**src/rtl/core/lsacp_ram.sv**
```systemverilog
// Generic single-port-write, single-port-read RAM with registered read data.
module lsacp_ram #(
    parameter int WIDTH = 8,
    parameter int DEPTH = 64
) (
    input  logic                     i_clk,
    input  logic                     i_wr_en,
    input  logic [$clog2(DEPTH)-1:0] i_wr_addr,
    input  logic [WIDTH-1:0]         i_wr_data,
    input  logic                     i_rd_en,
    input  logic [$clog2(DEPTH)-1:0] i_rd_addr,
    output logic [WIDTH-1:0]         o_rd_data
);

    logic [WIDTH-1:0] r_mem [DEPTH];
    logic [WIDTH-1:0] r_rd_data;

    always_ff @(posedge i_clk) begin
        if (i_wr_en) begin
            r_mem[i_wr_addr] <= i_wr_data;
        end
        if (i_rd_en) begin
            r_rd_data <= r_mem[i_rd_addr];
        end
    end

    assign o_rd_data = r_rd_data;

endmodule

```
**config.mk**
```make
export PLATFORM = sky130hd
export DESIGN_NAME = lsacp_ram
export DESIGN_NICKNAME = d
export VERILOG_FILES = /design/src/rtl/core/lsacp_ram.sv
export SDC_FILE = /design/constraint.sdc
export NUM_CORES = 1
export LEC_CHECK = 0
export BUFFER_PORTS_ARGS = -buffer_cell sky130_fd_sc_hd__buf_2
export CORE_MARGIN = 8
export CORE_UTILIZATION = 30
export CTS_CLUSTER_SIZE = 10
export DETAILED_ROUTE_END_ITERATION = 6
export PLACE_DENSITY = 0.42
export SYNTH_ARGS = -nofsm -noshare
export SYNTH_HDL_FRONTEND = slang
export SYNTH_SLANG_ARGS = --single-unit
```
**constraint.sdc**
```tcl
create_clock -name i_clk -period 4.1 [get_ports i_clk]
set_input_delay 0.82 -clock i_clk [delete_from_list [all_inputs] [get_ports i_clk]]
set_output_delay 0.82 -clock i_clk [all_outputs]
set_load 0.02 [all_outputs]
```
# == Word-level counts from Yosys, hierarchy flattened ==
# Memory sizes are Yosys's and may differ from the RTL's. A register that Yosys moved wholly into a read port is not among the register bits.
# Cells that the tools add are included.
# totals
output_inout_bits,8
mem_count,1
regBits,0
inputBits,23
ram_bits,512
wordCells,3
# memory_table
memory,words,width,rd,rd_ports_with_merged_regs,wr,line,text
r_mem,64,8,1,1,1,15,logic [WIDTH-1:0] r_mem [DEPTH];
# op_classes
muxes,2
# ops
cell,count
$mux W1,2

# == Depth between registers and ports, before layout ==
# Gate-level depths: netlist of run 1.
# logic_depth
depth_word,2
ltp_mapped,9
mapped_depth_nobuf,5

# == Worst setup path before layout of run 1 ==
# Ideal clock, no wire load.
# synth_path
path_type,in2reg
start,in i_rd_addr[1]
end,"reg r_rd_data[3], in the netlist o_rd_data[3] (read register of r_mem) (data pin)"
path_buffers,3
slack_ns,1.474
required_time_ns,3.834
setup_ns,0.266
stages,7
arrival_ns,2.360
cell_sequence,buf_4 buf_2 buf_2 mux4_2 mux4_2 o21ai_1 o41ai_1
# synth_rtl
item,line,text
"start, declared",11,"input logic [$clog2(DEPTH)-1:0] i_rd_addr,"
"end, declared",16,logic [WIDTH-1:0] r_rd_data;

==> results.json, run 1 <==
{
  "row_count": 95,
  "pwr-share-seq_pct": 53.5,
  "via_count": 9662,
  "synth_flop_cell": "edfxtp_1",
  "crit_chain": "buf_8 > buf_4 > mux4_2 > mux2_2 > o221a_2 > nor3_1 > o32ai_1",
  "final_cell_mix": "edfxtp_1 (520), mux4_2 (126), buf_4 (87)",
  "ys_warn_count": 0,
  "synth_top_cell_by_area": "edfxtp_1",
  "critical-path-slowest-cell": "mux4_2",
  "first_pass_iters": 6,
  "timing.final.ws_setup_ps": 1250,
  "timing.rr.end": "o_rd_data[4]",
  "period_share_pct": 69.5,
  "drive_gt1_share_pct": 30.0,
  "drt_iter0_markers": 778,
  "area_delta_synth_final_pct": 16.3,
  "synth_top_cell_area_share_pct": 77.1,
  "critPathLaunchType": "input pin",
  "numCtsBuffers": 59,
  "mostFrequentLayoutCell": "edfxtp_1",
  "synth-seq-area-share_pct": 77.1,
  "cts_sinks": 520,
  "power_leakage_uw": 0.00736,
  "post_cts.repair.setup_buffers": 0,
  "place_congestion": 0.742,
  "layout_min_cycle_time_ps": 2850,
  "drc": 0,
  "initial_utilization_pct": 30.2,
  "end_kind": "flip-flop",
  "max-clock-path-buffers": 3,
  "crit_type": "in -> reg",
  "reg2reg_from": "r_mem[25][4]",
  "coreArea_mm2": 0.0670,
  "r2r_cells": 5,
  "pwr-share-comb_pct": 5.3,
  "status": "completed",
  "synth_area_leaders": "edfxtp_1 (77%), mux4_2 (14%), nor2_1 (1.5%)",
  "clock_power_share_pct": 41.2,
  "worst_pin_slew_ps": 1130,
  "synth_seq_cells": 520,
  "fmax_mhz": 351,
  "vdd_drop_max_v": 0.000279,
  "grt_use_total_pct": 13.8,
  "critPathArrivalTime_ps": 3200,
  "grt_pass1_wl_um": 74800,
  "synthCells": 940,
  "fin_area_mm2": 0.0235,
  "ctsHoldBuffers": 0,
  "die_w_um": 276,
  "p_switching_uw": 2360,
  "cts_root_buf": "clkbuf_16",
  "synthesis.nets": 963,
  "avgSynthCellArea_um2": 21.5,
  "postRouteWirelength_um": 52400,
  "critPathMaxFanout": 35,
  "synth.distinct_cells": 39,
  "diodes": 0,
  "syn_area_mm2": 0.0202,
  "r2r_slack_ps": 1810,
  "avgViaCountPerCell": 4.93,
  "slew_headroom_pct": 24.8,
  "grt_max_degree": 65,
  "post-place-ws_ps": 571,
  "pin_count": 31,
  "finalSetupViolCount": 0,
  "power_uw": 11100,
  "avgRoutedWirePerCell_um": 26.8,
  "postRouteAntennaNets": 0,
  "switching_share_pct": 21.4,
  "dp_hpwl_um": 32800,
  "intPower_uw": 8690,
  "design.die.area_mm2": 0.0761,
  "portBuffers": 30,
  "cts_tree": "built",
  "cts_resized": 0,
  "hold_ws_ps": 598,
  "grt_antenna_before_repair": 1,
  "rsz0062_at_grt": "no",
  "setup_tns_ps": 0,
  "synth-edff-count": 520,
  "cp-startpoint": "i_rd_addr[0]",
  "hold_viol": 0,
  "power_density_mw_per_mm2": 469,
  "maxSlewViolCount": 0,
  "drv_cap": 0,
  "cp_slowest_stage_delay_ps": 510,
  "place_area_mm2": 0.0220,
  "crit_end": "o_rd_data[4]",
  "finalClockSkew_ps": 24.7,
  "grt_pass1_vias": 9996,
  "clk_latency_ps": 620,
  "worstPathRequired_ps": 4450,
  "htree_levels": 2,
  "clk_pin_slew_ps": 60,
  "synthArstFlopShare_pct": 0,
  "final_net_count": 1095,
  "die_y_um": 276,
  "min_path_type": "in -> reg",
  "grt_remaining_overflow": 0
}
==> critical path, delay by kind of cell <==
family	cells	cell delay [ps]
and+or+nand+nor	1	460
muxes	2	800
buffers and inverters	2	640
AOI/OAI and AO/OA	2	440
==> power by group through the flow <==
stage	Sequential (uW)	Combinational, uW	Clock, uW
floorplan	6030	314	0
global placement	6030	603	0
detailed placement	6030	602	0
CTS	5920	604	4710
global route	5920	631	4870
finish	5920	584	4550
==> logic make-up (layout without fill, tap and decap cells) <==
logic type | Yosys count | in the layout | share of synthesized area, %
flip-flops | 520 | 520 | 77.1
AND/OR/NAND/NOR | 153 | 153 | 3.37
buffers and inverters | 51 | 197 | 1.56
AO/OA/AOI/OAI | 54 | 54 | 2.06
multiplexers | 162 | 162 | 15.9
==> metrics by stage <==
stage	utilization [%]	instances
3_3_place_gp	32.8	1884
2_1_floorplan	-	940
3_5_place_dp	32.8	1884
6_report	35.1	1959
5_1_grt	35.1	1959
4_1_cts	35.1	1959
==> state kept, by name, indices dropped and copies added (netlist names) <==
name       cells
r_mem        512
o_rd_data      8
==> how the worst min path moves through the flow <==
stage	cells after the start	from	to	slack, ps
5_1_grt	1	i_rd_en	o_rd_data[0]	560
4_1_cts	1	i_rd_en	o_rd_data[3]	540
3_3_place_gp	3	r_mem[30][6]	o_rd_data[6]	910
2_1_floorplan	4	r_mem[34][0]	o_rd_data[0]	800
6_report	1	i_rd_en	o_rd_data[3]	600
3_5_place_dp	3	r_mem[30][6]	o_rd_data[6]	910
==> synthesized netlist by cell type, types with 8 or more instances <==
| cell | instances |
|---|---|
| buf_4 | 13 |
| nand2_1 | 19 |
| clkbuf_1 | 17 |
| nand3_1 | 13 |
| edfxtp_1 | 520 |
| nor2_1 | 83 |
| mux2_2 | 13 |
| o22ai_1 | 8 |
| o221ai_1 | 8 |
| buf_2 | 11 |
| mux2i_1 | 23 |
| nor2b_1 | 14 |
| mux4_2 | 126 |
==> layout make-up <==
type / count / area, um2
clock buffer: 68 / 1510
clock inverter: 7 / 67.6
fill: 6249 / 43500
multi-input combinational: 369 / 4320
sequential: 520 / 15600
tap: 873 / 1090
timing repair buffer: 122 / 943
==> per-layer routing <==
| metal | vias up | GRT usage, % | wire (um) |
|---|---|---|---|
| li1 | 4181 | - | - |
| met1 | 5185 | 19.2 | 24100 |
| met2 | 226 | 21.8 | 24600 |
| met3 | 68 | 3.12 | 2640 |
| met4 | 2 | 3.71 | 1050 |
| met5 | - | 0 | 13 |
No activity file was read; power rests on OpenSTA's default activity.
==> run 2, diff against run 1 <==
==> constraint.sdc (replaced) <==
create_clock -name i_clk -period 2.91 [get_ports i_clk]
set_input_delay 0.582 -clock i_clk [delete_from_list [all_inputs] [get_ports i_clk]]
set_output_delay 0.582 -clock i_clk [all_outputs]
set_load 0.02 [all_outputs]
==> results.json, run 2 (synthesized netlist as in run 1, its figures left out) <==
{
  "status": "completed",
  "met2_length_um": 24600,
  "dp_hpwl_um": 33600,
  "via_count": 9774,
  "power_leakage_uw": 0.00756,
  "pin_count": 31,
  "layout_min_cycle_time_ps": 2240,
  "die_w_um": 276,
  "place_congestion": 0.756,
  "p_switching_uw": 3300,
  "hold_viol": 0,
  "drt_iter0_markers": 752,
  "grt_remaining_overflow": 0,
  "pwr-share-seq_pct": 53.3,
  "top_layer_used": "met5",
  "final_cell_mix": "edfxtp_1 (520), mux4_2 (126), buf_4 (112)",
  "row_count": 95,
  "period_share_pct": 76.9,
  "place_area_mm2": 0.0223,
  "min-delay-start": "i_rd_en",
  "fin_area_mm2": 0.0239,
  "drive_gt1_share_pct": 32.2,
  "worst_pin_slew_ps": 931,
  "htree_levels": 2,
  "first_pass_iters": 7,
  "power_density_mw_per_mm2": 655,
  "worstPathRequired_ps": 3280,
  "min_path_type": "in -> reg",
  "clock_power_share_pct": 41.2,
  "final_net_count": 1126,
  "switching_share_pct": 21.1,
  "crit_type": "in -> reg",
  "finalSetupViolCount": 0,
  "power_uw": 15600,
  "grt_pass1_wl_um": 76900,
  "grt_antenna_before_repair": 2,
  "maxSlewViolCount": 0,
  "clk_pin_slew_ps": 60,
  "critPathArrivalTime_ps": 2610,
  "postRouteWirelength_um": 52400,
  "dp_cells": 1915,
  "largest_register_ffs": 512,
  "drv_cap": 0,
  "avgRoutedWirePerCell_um": 26.4,
  "grt_pass1_vias": 10300,
  "slew_headroom_pct": 37.9,
  "cp-startpoint": "i_rd_addr[0]",
  "drc": 0,
  "design.die.area_mm2": 0.0761,
  "postRouteAntennaNets": 0,
  "finalClockSkew_ps": 37.6,
  "critPathMaxFanout": 26,
  "cts_sinks": 520,
  "r2r_cells": 5,
  "initial_utilization_pct": 30.2,
  "coreArea_mm2": 0.0670,
  "fmax_mhz": 447,
  "ctsHoldBuffers": 0,
  "setup_tns_ps": 0,
  "die_y_um": 276,
  "max-clock-path-buffers": 3,
  "mostFrequentLayoutCell": "edfxtp_1",
  "n_fill_cell": 6245,
  "intPower_uw": 12300,
  "pwr-share-comb_pct": 5.5,
  "critPathLaunchType": "input pin",
  "grt_max_degree": 67,
  "cts_root_buf": "clkbuf_16",
  "finalNonFillerCells": 1988,
  "post_cts.repair.setup_buffers": 0,
  "rsz0062_at_grt": "no",
  "end_kind": "flip-flop",
  "vdd_drop_max_v": 0.000468,
  "grt_use_total_pct": 14.1,
  "portBuffers": 30,
  "reg2reg_from": "r_mem[24][4]",
  "clk_latency_ps": 620,
  "avgViaCountPerCell": 4.92,
  "drt-met1-wl_um": 24000,
  "cts_resized": 0,
  "cts_tree": "built",
  "numCtsBuffers": 59,
  "dr_wl_met3_um": 2380,
  "worstHoldPathCells": 1,
  "top_register": "r_mem",
  "area_delta_synth_final_pct": 17.9
}
run 2: worst max-delay path: stages:
cell      delay [ps]
buf_8            300
buf_12           240
mux4_2           520
mux2i_1          290
a31oi_1          210
o311ai_1         180
buf_4            200
nand2_1           60
run 2: layout make-up:
| class | instances | area [um2] | area share (%) |
|---|---|---|---|
| well taps | 873 | 1090 | 4.58 |
| repair buffers | 153 | 1250 | 5.24 |
| clock inverters | 8 | 50.0 | 0.210 |
| flip-flops and latches | 520 | 15600 | 65.4 |
| diodes | 1 | 2.50 | 0.0105 |
| multi-input cells | 369 | 4320 | 18.1 |
| clock buffers | 64 | 1540 | 6.44 |
run 2: worst paths after layout:
kind,endpoint,slack [ps]
max,o_rd_data[7],670
min,o_rd_data[0],350
max reg2reg,o_rd_data[4],700
min reg2reg,o_rd_data[4],930
run 2: per-stage QoR:
stage / util (%) / hold WS (ps) / worst slack [ps]
finish: 35.6 / 352 / 672
global route: 35.6 / 330 / 572
CTS: 35.6 / 315 / 670
detailed placement: 33.2 / 901 / 1.41
global placement: 33.2 / 872 / 12.5
floorplan: - / 681 / 522
run 2: power groups by stage:
stage	Combinational (uW)	Clock [uW]	Sequential, uW
2_1_floorplan	442	0	8490
3_3_place_gp	889	0	8490
3_5_place_dp	893	0	8490
4_1_cts	894	6630	8330
5_1_grt	933	6890	8330
6_report	865	6430	8330
run 2: per-layer routing:
layer	GRT usage, %	vias up
li1	-	4230
met2	22.3	247
met1	19.6	5206
met5	0	-
met4	3.99	2
met3	2.62	89
