## src/rtl/core/lsacp_pkg.sv

```systemverilog
// Package: types, constants and helper functions of the LRU cache profiler.
package lsacp_pkg;

    localparam int WAYS      = 4;
    localparam int SET_COUNT = 64;
    localparam int SLOT_MAX  = 4;
    localparam int ADDR_W    = 32;
    localparam int SET_W     = 6;
    localparam int SET_LSB   = 6;
    localparam int TAG_LSB   = 12;
    localparam int TAG_W     = ADDR_W - TAG_LSB;
    localparam int CNT_W     = 32;
    localparam int FILL_W    = 3;
    localparam int WAY_W     = 2;
    localparam int ORDER_W   = SLOT_MAX * WAY_W;
    localparam int OUT_DATA_W = 128;

    localparam logic [ORDER_W-1:0] ORDER_RESET = 8'hE4;
    localparam logic [CNT_W-1:0]   CNT_MAX     = '1;

    localparam logic REQ_ACCESS = 1'b0;
    localparam logic REQ_DRAIN  = 1'b1;

    typedef struct packed {
        logic [WAYS-1:0][TAG_W-1:0] tags;
        logic [WAYS-1:0][CNT_W-1:0] hits;
        logic [FILL_W-1:0]          fill;
        logic [ORDER_W-1:0]         order;
        logic [CNT_W-1:0]           accesses;
        logic [CNT_W-1:0]           conflicts;
    } t_set_row;

    localparam int ROW_W = $bits(t_set_row);

    typedef struct packed {
        logic             hit;
        logic             evicted;
        logic [TAG_W-1:0] victim_tag;
        logic [CNT_W-1:0] victim_hits;
    } t_upd_status;

    typedef struct packed {
        logic             hit;
        logic             evicted;
        logic             line_valid;
        logic [SET_W-1:0] line_set;
        logic [TAG_W-1:0] line_tag;
        logic [CNT_W-1:0] line_hits;
        logic [CNT_W-1:0] set_accesses;
        logic [CNT_W-1:0] set_conflicts;
        logic             last;
    } t_out;

    typedef enum logic [1:0] {
        S_IDLE,
        S_LOOKUP,
        S_DRAIN
    } t_state;

    function automatic logic [CNT_W-1:0] sat_inc(input logic [CNT_W-1:0] v);
        return (v == CNT_MAX) ? v : v + CNT_W'(1);
    endfunction

    function automatic logic [WAY_W-1:0] slot_way(input logic [ORDER_W-1:0] order,
                                                  input logic [WAY_W-1:0] slot);
        return order[WAY_W*slot +: WAY_W];
    endfunction

    function automatic logic [ORDER_W-1:0] make_recent(input logic [ORDER_W-1:0] order,
                                                       input logic [WAY_W-1:0] way);
        logic [SLOT_MAX-1:0][WAY_W-1:0] slots;
        logic [WAY_W-1:0]               pos;
        logic                           found;
        slots = order;
        pos   = '0;
        found = 1'b0;
        for (int s = 0; s < WAYS; s++) begin
            if (!found && slots[s] == way) begin
                pos   = WAY_W'(s);
                found = 1'b1;
            end
        end
        for (int s = 0; s < WAYS - 1; s++) begin
            if (WAY_W'(s) >= pos) begin
                slots[s] = slots[s+1];
            end
        end
        slots[WAYS-1] = way;
        return slots;
    endfunction

endpackage

```

## src/rtl/core/lsacp_set_update.sv

```systemverilog
// Set update: tag match, LRU victim choice, counter and recency update of one set row.
module lsacp_set_update (
    input  lsacp_pkg::t_set_row             i_row,
    input  logic [lsacp_pkg::TAG_W-1:0]     i_tag,
    output lsacp_pkg::t_set_row             o_row,
    output lsacp_pkg::t_upd_status          o_status
);

    logic [lsacp_pkg::FILL_W-1:0] w_fill;
    logic                         w_hit;
    logic                         w_full;
    logic [lsacp_pkg::WAY_W-1:0]  w_match;
    logic [lsacp_pkg::WAY_W-1:0]  w_target;
    logic [lsacp_pkg::TAG_W-1:0]  w_vtag;
    logic [lsacp_pkg::CNT_W-1:0]  w_vhits;

    always_comb begin
        w_fill = (i_row.fill > lsacp_pkg::FILL_W'(lsacp_pkg::WAYS))
               ? lsacp_pkg::FILL_W'(lsacp_pkg::WAYS) : i_row.fill;
        w_full  = (w_fill >= lsacp_pkg::FILL_W'(lsacp_pkg::WAYS));
        w_hit   = 1'b0;
        w_match = '0;
        for (int w = 0; w < lsacp_pkg::WAYS; w++) begin
            if (!w_hit && lsacp_pkg::FILL_W'(w) < w_fill && i_row.tags[w] == i_tag) begin
                w_hit   = 1'b1;
                w_match = lsacp_pkg::WAY_W'(w);
            end
        end

        if (w_hit) begin
            w_target = w_match;
        end else if (w_full) begin
            w_target = lsacp_pkg::slot_way(i_row.order, '0);
        end else begin
            w_target = w_fill[lsacp_pkg::WAY_W-1:0];
        end

        o_row          = i_row;
        o_row.accesses = lsacp_pkg::sat_inc(i_row.accesses);
        o_row.order    = lsacp_pkg::make_recent(i_row.order, w_target);
        w_vtag         = '0;
        w_vhits        = '0;
        for (int w = 0; w < lsacp_pkg::WAYS; w++) begin
            if (lsacp_pkg::WAY_W'(w) == w_target) begin
                w_vtag  = i_row.tags[w];
                w_vhits = i_row.hits[w];
                if (w_hit) begin
                    o_row.hits[w] = lsacp_pkg::sat_inc(i_row.hits[w]);
                end else begin
                    o_row.tags[w] = i_tag;
                    o_row.hits[w] = '0;
                end
            end
        end
        if (!w_hit && w_full) begin
            o_row.conflicts = lsacp_pkg::sat_inc(i_row.conflicts);
        end else if (!w_hit) begin
            o_row.fill = w_fill + lsacp_pkg::FILL_W'(1);
        end

        o_status.hit         = w_hit;
        o_status.evicted     = !w_hit && w_full;
        o_status.victim_tag  = w_vtag;
        o_status.victim_hits = w_vhits;
    end

endmodule

```

## config.mk

```make
export PLATFORM = sky130hd
export DESIGN_NAME = lsacp_set_update
export DESIGN_NICKNAME = d
export VERILOG_FILES = /design/src/rtl/core/lsacp_pkg.sv /design/src/rtl/core/lsacp_set_update.sv
export SDC_FILE = /design/constraint.sdc
export NUM_CORES = 1
export LEC_CHECK = 0
export ABC_AREA = 1
export BUFFER_PORTS_ARGS = -buffer_cell sky130_fd_sc_hd__buf_2
export CELL_PAD_IN_SITES_DETAIL_PLACEMENT = 0
export CELL_PAD_IN_SITES_GLOBAL_PLACEMENT = 1
export CORE_AREA = 2 2 248 250
export DETAILED_ROUTE_END_ITERATION = 6
export DIE_AREA = 0 0 250 252
export PLACE_DENSITY = 0.69
export SETUP_SLACK_MARGIN = 0.2
export SYNTH_ARGS = -nofsm -noshare
export SYNTH_HDL_FRONTEND = slang
export SYNTH_SLANG_ARGS = --single-unit
```

## constraint.sdc

```tcl
create_clock -name vclk -period 2.4
set_clock_uncertainty 0.1 [all_clocks]
set_input_delay 0.24 -clock vclk [all_inputs]
set_output_delay 0.24 -clock vclk [all_outputs]
set_load 0.05 [all_outputs]
```

Word level (Yosys, flattened, before mapping)
Index checks and enable logic that the tools add are counted.
{"block": "totals", "ff_bits": 0, "in_bits": 303, "output_inout_bits": 337, "word_cells": 104}
{"block": "op_classes", "n_addsub": 7, "n_lt_le_gt_ge": 9, "n_eq_ne": 17, "mux": 52, "reduce_logical": 19}
{"op": "32-bit two-way mux", "n": 19}
{"op": "20-bit two-way mux", "n": 12}
{"op": "32-bit by 1-bit adder with 32-bit output (second input constant)", "n": 6}
{"op": "32-bit == test (second input constant)", "n": 6}
{"op": "20-bit == test", "n": 4}
{"op": "2-bit two-way mux", "n": 9}
{"op": "1-bit logical AND", "n": 11}
{"op": "1-bit two-way mux", "n": 9}
{"op": "3-bit two-way mux", "n": 3}
{"op": "2-bit == test", "n": 4}
{"op": "1-bit zero test", "n": 7}
{"op": "1-bit by 3-bit less-than comparator with 1-bit output (first input constant)", "n": 2}
{"op": "2-bit by 3-bit less-than comparator with 1-bit output (first input constant)", "n": 2}
{"op": "2-bit == test (first input constant)", "n": 2}
{"op": "1-bit by 2-bit >= comparator with 1-bit output (first input constant)", "n": 2}
{"op": "3-bit by 1-bit adder with 3-bit output (second input constant)", "n": 1}
{"op": "3-bit >= comparator (second input constant)", "n": 1}
{"op": "3-bit > comparator (second input constant)", "n": 1}
{"op": "1-bit by 2-bit == test with 1-bit output (first input constant)", "n": 1}
{"op": "2-bit >= comparator (first input constant)", "n": 1}
{"op": "2-bit zero test", "n": 1}

Depth between registers and ports, before layout
Gate-level depths: netlist of run 1.
{"block": "depth", "ltp_word": 31, "depth_mapped": 20, "ltp_nobuf": 19}

Worst setup path before layout of run 1
Ideal clock, no wire load.
{"block": "synth_path", "path_type": "input port to output port", "startpoint": "input i_tag[2] (netlist name)", "endpoint": "output o_row[108] (netlist name)", "arrival_time_ps": 3276, "required_time_ps": 2060, "slack_ps": -1216, "path_stages": 14, "path_buffers": 2, "cell_sequence": "buf_2 -> inv_2 -> nand2_1 -> nand2_1 -> nor2_1 -> nand2_1 -> nor2_1 -> nand3_1 -> a31oi_4 -> nor2_4 -> nand2_1 -> buf_2 -> inv_2 -> a211oi_1"}
{"element": "from (decl)", "line_no": "lsacp_set_update.sv:4", "text": "input logic [lsacp_pkg::TAG_W-1:0] i_tag,"}
{"element": "to (decl)", "line_no": "lsacp_set_update.sv:5", "text": "output lsacp_pkg::t_set_row o_row,"}

==> impl_results.md, run 1 <==
* Die Span X at ~250 µm
* Setup crit end kind: output pin
* Startpoint Class: input pin
* Synth Area in Compound Gates at 0.134
* Fraction of layout cells with a size suffix above 1 at 0.628
* Core Region at approximately 0.060 mm²
* Largest net degree at the start of global routing at 23
* Final setup viols at between 300 and 400
* Detailed Route Iter0 Violations at between 1500 and 2000
* Yosys warning count at 0
* Post-Synth XOR/XNOR Area at 0.0499
* Simple-Gate Fraction of Synth Area at 0.674
* Hold path startpoint: i_row[223]
* Initial Utilization at 0.204
* Post-detailed-placement cell area at approximately 0.028 mm²
* Routed len/inst at about 22 µm
* Fin nets at roughly 4600
* Row cnt at 90
* Critical-path maximum fanout at 6
* # DRC at 0
* Max VDD drop at about 0.25 mV
* Min cycle time layout at 3.04 ns
* Vias per inst at around 5.0
* WP data arrival at ~2.7 ns
* Met1 WL at between 40000 and 50000 µm
* Port Buffers at 640
* Grt ovf at 0
* Area Overhead vs Synth at 192%
* Global-route wire length before repair at 156000 µm
* Routed wire length at around 110000 µm
* Met2 Wirelength at ~55000 µm
* Final period util at 1.27
* Synthesized area at about 0.012 mm²
* Post-synthesis adder-cell area fraction at 0.00714
* Initial antenna violation count at 11
* Mux share of post-synthesis cell area at 0.000917
* Die Ht at 252 µm
* Least-Margin Pin Slew at between 0.5 and 0.6 ns
* Hold Crit Depth at 4
* Status: finished, violations left
* RSZ-0062 raised after global routing: yes
* Syn Nets at roughly 3000
* Detailed Place HPWL at between 90000 and 100000 µm
* CTS Hold Bufs at 0
* Max layer used: met5
* Slew margin rel. at 0.660
* Die ar. at roughly 0.063 mm²
* Highest clock rate at between 0.3 and 0.4 GHz
* Synth area leader: nand2_1
* Post-synth top area share at 0.340
* Sequential area share after synthesis at 0
* Filler Cell Count at ~5500
* Count of different cell masters after synthesis at 49
* Routed length on met3 at about 6600 µm
* Hold WC Path Type: input pin to output pin
* Final WS setup at -0.639 ns
* Routed Antenna Nets at 0
* Vias in the first global route at 24300
* FFs & Latches at 0
* Via count at around 25000
* GRT Total Usage at 0.327
* Routability cong. at about 1.0
* Setup_tns at -146.02 ns
* Post-layout util at 0.596
* Failing checks: negative setup slack
* Post-Place Setup Slack at -0.948 ns
* Fin. max-slew vios at 0
* Mapped Cells at around 2700
* Setup CP Type: input pin to output pin
* Largest family of logic cells by synthesized area: simple AND/OR/NAND/NOR gates
* P_leak at approximately 17 nW
* Maxcap violations at 0
* Syn avg cell area at between 4 and 5 µm²
* IO Count at 640
* Final hold vios at 0
* CLK BUF at 0
* Design area at between 0.03 and 0.04 mm²
* Hold EP: o_row[223]
* Register Area at 0 µm²
* Power Density at around 270 mW/mm²
* Synth top area cells: nand2_1, nand3_1, nor2_1
* Pre-Repair DR Iteration Count at 5
* Critical Path RT at 2.06 ns
-- worst max-delay path: stages --
cell	delay [ns]
buf_8	0.11
buf_6	0.11
nand2_4	0.06
nand2_4	0.07
nor2_4	0.14
buf_6	0.11
nand2_2	0.05
nor2_2	0.12
nand3_2	0.10
buf_6	0.13
a21boi_4	0.15
nand2_8	0.12
buf_12	0.12
nand2_8	0.08
nor2_4	0.20
buf_6	0.18
buf_6	0.13
clkbuf_16	0.16
buf_6	0.10
o21ai_4	0.05
buf_6	0.15
-- through the flow --
step                power, mW  instances  hold WS, ns
detailed placement       7.57       4874        0.750
floorplan                4.39       2704        0.474
global route             10.0       5083        0.729
finish                   9.67       5083        0.720
global placement         7.57       4874        0.734
CTS                      8.60       4970        0.726
-- worst max path at each step --
| stage | start | end | slack [ns] | depth (start not counted) |
|---|---|---|---|---|
| 6_report | i_tag[9] | o_row[260] | -0.64 | 21 |
| 5_1_grt | i_row[212] | o_row[103] | -0.75 | 21 |
| 4_1_cts | i_tag[9] | o_row[135] | -0.54 | 21 |
| 3_5_place_dp | i_tag[2] | o_status[11] | -0.95 | 14 |
| 3_3_place_gp | i_tag[2] | o_status[11] | -0.95 | 14 |
| 2_1_floorplan | i_tag[9] | o_status[10] | -0.75 | 12 |
-- cells in the final DEF (no fill, tap or decap), types with 10 or more instances in the layout --
cell type,n
xor2_4,15
nand3_2,41
o21ai_4,97
nand3_4,52
nand2_4,181
inv_1,259
a21oi_1,11
nor3_1,76
buf_12,152
nand3_1,142
nor2_2,50
buf_4,849
o21ai_2,26
xor2_1,31
nor4_1,40
clkbuf_16,16
buf_8,111
nand2_8,32
inv_2,21
buf_2,307
buf_6,228
o2111ai_4,31
inv_4,20
nor3_4,15
o21ai_0,14
or2_2,41
nor2_1,198
nand2_1,703
nor2_4,53
nor3_2,11
o211ai_1,10
a22oi_2,11
buf_16,17
a21oi_4,24
nand2_2,202
nand4_1,70
-- layout make-up --
class	instances	area [µm²]	area share
diodes	3	7.51	0.000209
inverters	314	1340	0.0373
multi-input cells	2293	17400	0.485
well taps	782	978	0.0273
repair buffers	1689	16100	0.450
repair inverters	2	17.5	0.000489
-- synthesized netlist by cell type (7+ instances only) --
master and n:
nor4_1 49, xnor2_1 15, nor2_1 292, o211ai_1 10, o21ai_0 114, xor2_1 55
nor3_1 101, nand2_1 1111, inv_1 289, a21oi_1 43, clkbuf_1 35, o2111ai_1 35
a22oi_1 12, or2_2 42, o21ai_1 31, buf_2 54, ha_1 7, a31oi_1 10
inv_2 24, nand4_1 70, nand3_1 234, a21o_1 11
-- report_power, final --
part           internal [mW]  switching, mW
sequential                 0              0
combinational           4.02           5.64
clock            0.000000167              0
total                   4.02           5.64
-- metal layers --
layer  vias to the layer above  global-route usage
met3                       248              0.0420
met2                      1075               0.579
met5                         -                   0
met4                        14               0.128
met1                     12000               0.403
li1                      12000                   -
-- repair_timing --
item / in CTS / in global routing
buffers inserted: 83 / 92
hold endpoints to repair: 0 / 0
pin swaps: 128 / 188
endpoints found under the setup margin: 336 / 337
cloned: 13 / 18
gates resized for setup: 740 / 783
-- cell families after synthesis --
| family | Yosys count |
|---|---|
| XOR/XNOR | 70 |
| multiplexers | 1 |
| AND/OR/NAND/NOR | 1939 |
| buffers and inverters | 412 |
| AO/OA/AOI/OAI | 275 |
| adder cells (fa/ha/maj) | 7 |
(Power assumes the default switching activity.)
==> run 2: changes to the inputs <==
--- a/config.mk
+++ b/config.mk
@@ -5,14 +5,13 @@
 export SDC_FILE = /design/constraint.sdc
 export NUM_CORES = 1
 export LEC_CHECK = 0
-export ABC_AREA = 1
 export BUFFER_PORTS_ARGS = -buffer_cell sky130_fd_sc_hd__buf_2
 export CELL_PAD_IN_SITES_DETAIL_PLACEMENT = 0
 export CELL_PAD_IN_SITES_GLOBAL_PLACEMENT = 1
-export CORE_AREA = 2 2 248 250
+export CORE_AREA = 2 2 245 247
 export DETAILED_ROUTE_END_ITERATION = 6
-export DIE_AREA = 0 0 250 252
-export PLACE_DENSITY = 0.69
+export DIE_AREA = 0 0 247 249
+export PLACE_DENSITY = 0.58
 export SETUP_SLACK_MARGIN = 0.2
 export SYNTH_ARGS = -nofsm -noshare
 export SYNTH_HDL_FRONTEND = slang
==> run 2 against run 1 <==
  * The run still ends with negative setup slack left
  * Critical path depth is 8 lower
  * Power fell by 16%
  * Setup slack lost 0.63 ns
  * Core utilization down 11 points
  * Cell count shrank 30%
  * Critical endpoint is now o_row[67]
==> impl_results.md, run 2 <==
* Critical-path maximum fanout at 8 (+2)
* Fin nets at 3084 (-33%)
* Final WS setup at -1.27 ns (-0.633 ns)
* Max VDD drop at 0.230 mV (-9.0%)
* Setup crit end kind: output pin
* Grt ovf at 0 (unchanged)
* Synthesized area at 0.00911 mm² (-26%)
* Pre-Repair DR Iteration Count at 4 (-1)
* Setup CP Type: input pin to output pin
* Slew margin rel. at 0.612 (-0.0478)
* Row cnt at 89 (-1.1%)
* Final period util at 1.53 (+0.264)
* Synth area leader: nand2_1
* Hold EP: o_row[9]
* Fraction of layout cells with a size suffix above 1 at 0.785 (+0.158)
* Mapped Cells at 1514 (-44%)
* FFs & Latches at 0 (unchanged)
* Post-detailed-placement cell area at 0.0232 mm² (-18%)
* Crit path cell chain: buf_4 > xnor2_2 > nand4_1 > nor4_4 > buf_4 > a21oi_2 > or3_4 > and3_4 > or4_4 > buf_4 > a211oi_4 > mux2_4 > buf_6
* Die Ht at 249 µm (-1.2%)
* Top delay family on crit path: simple AND/OR/NAND/NOR gates
* Vias per inst at 4.75 (-4.8%)
* Power Density at 287 mW/mm² (+6.4%)
* Most frequent cells after synthesis: nand2_1, nor2_1, xor2_1
* Count of different cell masters after synthesis at 67 (+37%)
* P_leak at 12.3 nW (-28%)
* GRT Total Usage at 0.256 (-0.0719)
* Highest clock rate at 0.272 GHz (-17%)
* Via count at 16800 (-33%)
* CTS Hold Bufs at 0 (unchanged)
* IO Count at 640 (unchanged)
* Routed wire length at 83000 µm (-26%)
* Sequential area share after synthesis at 0 (unchanged)
* Syn Nets at 1824 (-39%)
* Port Buffers at 640 (unchanged)
* Critical Path RT at 2.06 ns (about the same)
* Min Hold Slack at 0.719 ns (-0.000763 ns)
* Final setup viols at 326 (+3.8%)
* Hold WC Path Type: input pin to output pin
* Detailed Route Iter0 Violations at 763 (-55%)
* Final hold vios at 0 (unchanged)
* Syn avg cell area at 6.02 µm² (+33%)
* Synth top area cells: nand2_1, xor2_1, xnor2_1
* Vias in the first global route at 17800 (-27%)
* Least-Margin Pin Slew at 0.580 ns (+0.0716 ns)
* Core Region at 0.0587 mm² (-2.4%)
* Most frequent CP cell: buf_4
* Die Span X at 247 µm (-1.2%)
* Routed len/inst at 23.4 µm (+5.3%)
* Filler Cell Count at 5582 (+1.1%)
* WP data arrival at 3.33 ns (+0.63 ns)
* Hold Crit Depth at 3 (-1)
* Routability cong. at 0.946 (-9.3%)
* Worst stage delay on the critical path at 0.53 ns (+0.33 ns)
* Global-route wire length before repair at 118000 µm (-25%)
* Most common cell after layout, fill and taps aside: buf_4
* Die ar. at 0.0615 mm² (-2.4%)
* Routed Antenna Nets at 0 (unchanged)
* Register Area at 0 µm² (unchanged)
* Count leader, synth: nand2_1
* Startpoint Class: input pin
* Detailed Place HPWL at 68100 µm (-25%)
* Largest net degree at the start of global routing at 32 (+39%)
* Crit path buf inv count at 4 (-6)
* Failing checks: negative setup slack
* Initial antenna violation count at 4 (-7)
* Yosys warning count at 0 (unchanged)
* Design area at 0.0284 mm² (-21%)
* Most frequent cells in the layout: buf_4, buf_2, buf_6, nand2_1, nor2_4
* CLK BUF at 0 (unchanged)
* Crit-path slowest cell: or4_4
* Min cycle time layout at 3.67 ns (+0.633 ns)
* Multi-input gate area at 0.0153 mm² (-12%)
* Initial Utilization at 0.155 (-0.0488)
* Area Overhead vs Synth at 212%
* Post-Place Setup Slack at -1.57 ns (-0.623 ns)
* Status: finished, violations left
* # DRC at 0 (unchanged)
* Hold path startpoint: i_row[9]
* RSZ-0062 raised after global routing: yes
* Power Total at 8.16 mW (-16%)
* Setup_tns at -295.53 ns (-149.51 ns)
* Post-layout util at 0.485 (-0.112)
* Fin cells at 3550 (-30%)
* Maxcap violations at 0 (unchanged)
* Post-synth top area share at 0.140 (-0.200)
* Cells after DPL at 3421 (-30%)
* Fin. max-slew vios at 0 (unchanged)
## run 2: cell type report
type | count | area share
Antenna cell | 5 | 0.000440
Inverter | 29 | 0.00471
Multi-Input combinational cell | 1392 | 0.537
Tap cell | 773 | 0.0340
Timing Repair Buffer | 1349 | 0.422
Timing Repair inverter | 2 | 0.00176
## run 2: metal layers
metal	global-route usage	wire (µm)	up-vias
met4	0.0563	2290	0
met1	0.334	34900	8302
met3	0.0308	4860	110
li1	-	-	7807
met5	0	0	-
met2	0.445	40900	627
## run 2: where the power goes
group	leakage, nW	internal (mW)	total, mW	switching [mW]
Clock	0.0000317	0.000000220	0.000000220	0
Combinational	12.3	3.42	8.16	4.74
Sequential	0	0	0	0
## run 2: worst max-delay path by stage
stage | to | from | cells after the start | slack (ns)
after floorplan | o_row[69] | i_tag[6] | 10 | -0.87
after global placement | o_status[19] | i_tag[6] | 16 | -1.50
after detailed placement | o_status[19] | i_tag[6] | 16 | -1.57
after CTS | o_row[69] | i_row[279] | 14 | -1.25
after global routing | o_row[69] | i_tag[14] | 14 | -1.38
final | o_row[67] | i_tag[9] | 13 | -1.27
## run 2: what timing repair did
item                                   4_1_cts  5_1_grt
setup endpoints to repair                  337      337
cloned                                      22        4
pin swaps                                  139       66
gates resized for setup                    620      288
endpoints found under the hold margin        0        0
setup buffers                               63       35
## run 2: logic make-up (layout without fill, tap and decap cells)
family          count (synthesis)  count (layout)  share of synthesized area
compound gates                154             154                      0.112
xor+xnor                      242             242                      0.239
fa+ha+maj                       7               7                    0.00961
buf+inv                       123            1380                     0.0616
mux                            73              73                     0.0895
other cells                     0               5                          0
simple gates                  915             916                      0.488
==> run 3: changes to the inputs <==
--- a/config.mk
+++ b/config.mk
@@ -5,13 +5,14 @@
 export SDC_FILE = /design/constraint.sdc
 export NUM_CORES = 1
 export LEC_CHECK = 0
+export ABC_AREA = 1
 export BUFFER_PORTS_ARGS = -buffer_cell sky130_fd_sc_hd__buf_2
 export CELL_PAD_IN_SITES_DETAIL_PLACEMENT = 0
 export CELL_PAD_IN_SITES_GLOBAL_PLACEMENT = 1
-export CORE_AREA = 2 2 245 247
+export CORE_AREA = 2 2 248 250
 export DETAILED_ROUTE_END_ITERATION = 6
-export DIE_AREA = 0 0 247 249
-export PLACE_DENSITY = 0.58
+export DIE_AREA = 0 0 250 252
+export PLACE_DENSITY = 0.77
 export SETUP_SLACK_MARGIN = 0.2
 export SYNTH_ARGS = -nofsm -noshare
 export SYNTH_HDL_FRONTEND = slang
==> run 3 against run 2 <==
  * The run still ends with negative setup slack left
  * Non-clock buffer count increased by 262
  * Wire length increased by 30%
  * Critical path depth increased by 6
  * Highest routed layer is now met5
  * First-iteration DRC count increased by 120%
  * Maximum frequency increased by 21%
  * Sequential share of layout area unchanged
  * Via count increased by 48%
  * Die area increased by 2.4%
  * Sequential cell count unchanged
  * Final area increased by 20%
==> impl_results.md, run 3 (synthesis results as in run 1) <==
* Global-route wire length before repair at 152000 µm (+29%)
* Hold WC Path Type: input pin to output pin
* Slew margin rel. at 0.652 (+0.0394)
* Grt ovf at 0 (unchanged)
* Die Ht at 252 µm (+1.2%)
* Row cnt at 90 (+1.1%)
* Power Density at 271 mW/mm² (-5.4%)
* Crit path cell chain: buf_8 > buf_6 > nand2_4 > buf_6 > nand2_4 > nor2_1 > nand2_1 > nor2_2 > nand2_2 > nor2_4 > buf_6 > a21boi_4 > nand2_8 > buf_12 > nand2_8 > buf_12 > buf_12 > o211ai_1 > buf_4
* Min cycle time layout at 3.03 ns (-0.645 ns)
* Pre-Repair DR Iteration Count at 5 (+1)
* Sw frac at 0.594 (+0.0125)
* Routed Antenna Nets at 0 (unchanged)
* # DRC at 0 (unchanged)
* CP Capture Point: o_status[9]
* Fin. max-slew vios at 0 (unchanged)
* Detailed Place HPWL at 90400 µm (+33%)
* Maxcap violations at 0 (unchanged)
* Setup CP Type: input pin to output pin
* Vias in the first global route at 24300 (+37%)
* Critical-path maximum fanout at 8 (unchanged)
* Final WS setup at -0.627 ns (+0.645 ns)
* FFs & Latches at 0 (unchanged)
* Largest net degree at the start of global routing at 27 (-16%)
* Net Sw Power at 5.51 mW (+16%)
* Routed len/inst at 21.6 µm (-7.6%)
* Vias per inst at 4.96 (+4.6%)
* Port Buffers at 640 (unchanged)
* Highest clock rate at 0.330 GHz (+21%)
* Post-Place Setup Slack at -0.873 ns (+0.698 ns)
* Detailed Route Iter0 Violations at 1671 (+120%)
* Status: finished, violations left
* Filler Cell Count at 5623 (+0.73%)
* Max VDD drop at 0.218 mV (-5.2%)
* Crit path buf inv count at 8 (+4)
* Register Area at 0 µm² (unchanged)
* CLK BUF at 0 (unchanged)
* Initial antenna violation count at 10 (+6)
* Setup crit end kind: output pin
* Int Power at 3.77 mW (+10%)
* Most frequent cells in the layout: buf_4, nand2_1, buf_2, inv_1, nor2_1
* Via count at 24900 (+48%)
* RSZ-0062 raised after global routing: yes
* Core Region at 0.0601 mm² (+2.5%)
* Startpoint Class: input pin
* Setup_tns at -140.36 ns (+155.17 ns)
* Initial Utilization at 0.204 (+0.0488)
* Top delay family on crit path: buffers and inverters
* Multi-input gate area at 0.0171 mm² (+12%)
* Worst path depth at 19 (+6)
* Area Overhead vs Synth at 179%
* Final hold vios at 0 (unchanged)
* Clock power frac at 0 (unchanged)
* Fraction of layout cells with a size suffix above 1 at 0.603 (-0.182)
* Gate power share at 1.000 (about the same)
* Die Span X at 250 µm (+1.2%)
* Sequential share of power at 0 (unchanged)
* Crit-path slowest cell: o211ai_1
* IO Count at 640 (unchanged)
* WP data arrival at 2.69 ns (-0.64 ns)
* Worst stage delay on the critical path at 0.33 ns (-0.20 ns)
* Worst setup path start: i_tag[9]
* Routability cong. at 1.06 (+12%)
* Routed wire length at 108000 µm (+30%)
* Final setup viols at 310 (-4.9%)
* Final period util at 1.26 (-0.269)
* Failing checks: negative setup slack
* Fin nets at 4533 (+47%)
* P_leak at 16.5 nW (+34%)
* Die ar. at 0.0630 mm² (+2.4%)
* Most common cell after layout, fill and taps aside: buf_4
* Least-Margin Pin Slew at 0.520 ns (-0.0594 ns)
* GRT Total Usage at 0.318 (+0.0627)
* Critical Path RT at 2.06 ns (about the same)
## run 3: worst min-delay path by stage
stage / from / to / slack (ns) / cells after the start
2_1_floorplan: i_row[139] / o_row[139] / 0.47 / 1
3_5_place_dp: i_row[71] / o_row[69] / 0.77 / 4
3_3_place_gp: i_row[71] / o_row[69] / 0.76 / 4
6_report: i_tag[4] / o_row[207] / 0.75 / 4
4_1_cts: i_row[251] / o_row[251] / 0.75 / 4
5_1_grt: i_tag[4] / o_row[207] / 0.76 / 4
## run 3: timing repair
item	4_1_cts	5_1_grt
gates cloned	17	8
hold buffers	0	0
gates resized for setup	756	476
setup endpoints to repair	332	337
pin swaps	150	127
setup buffers	76	51
## run 3: per-stage QoR
stage	cell area (µm²)	utilization	hold slack, ns	total power [mW]	instances
after floorplan	17200	-	0.474	4.39	2704
after global placement	28100	0.468	0.763	7.61	4851
after global routing	34200	0.569	0.761	9.61	5008
final	34200	0.569	0.754	9.28	5011
after detailed placement	28100	0.468	0.766	7.62	4851
after CTS	31900	0.530	0.754	8.61	4944
## run 3: power by group through the flow
stage | sequential, mW | clock (mW) | combinational [mW]
2_1_floorplan | 0 | 0 | 4.39
3_3_place_gp | 0 | 0 | 7.61
3_5_place_dp | 0 | 0 | 7.62
4_1_cts | 0 | 0 | 8.61
5_1_grt | 0 | 0.000000279 | 9.61
6_report | 0 | 0.000000437 | 9.28
## run 3: cell type report
cell class         count  area share
diodes                 8    0.000585
inverters            314      0.0390
multi-input cells   2293       0.499
repair inverters       3     0.00117
repair buffers      1611       0.431
well taps            782      0.0286
## run 3: per-layer routing
metal | vias up | track usage | part of all wire
li1 | 11900 | - | -
met5 | - | 0 | 0.00021
met3 | 266 | 0.0394 | 0.067
met4 | 4 | 0.134 | 0.057
met2 | 1104 | 0.573 | 0.49
met1 | 11600 | 0.381 | 0.39
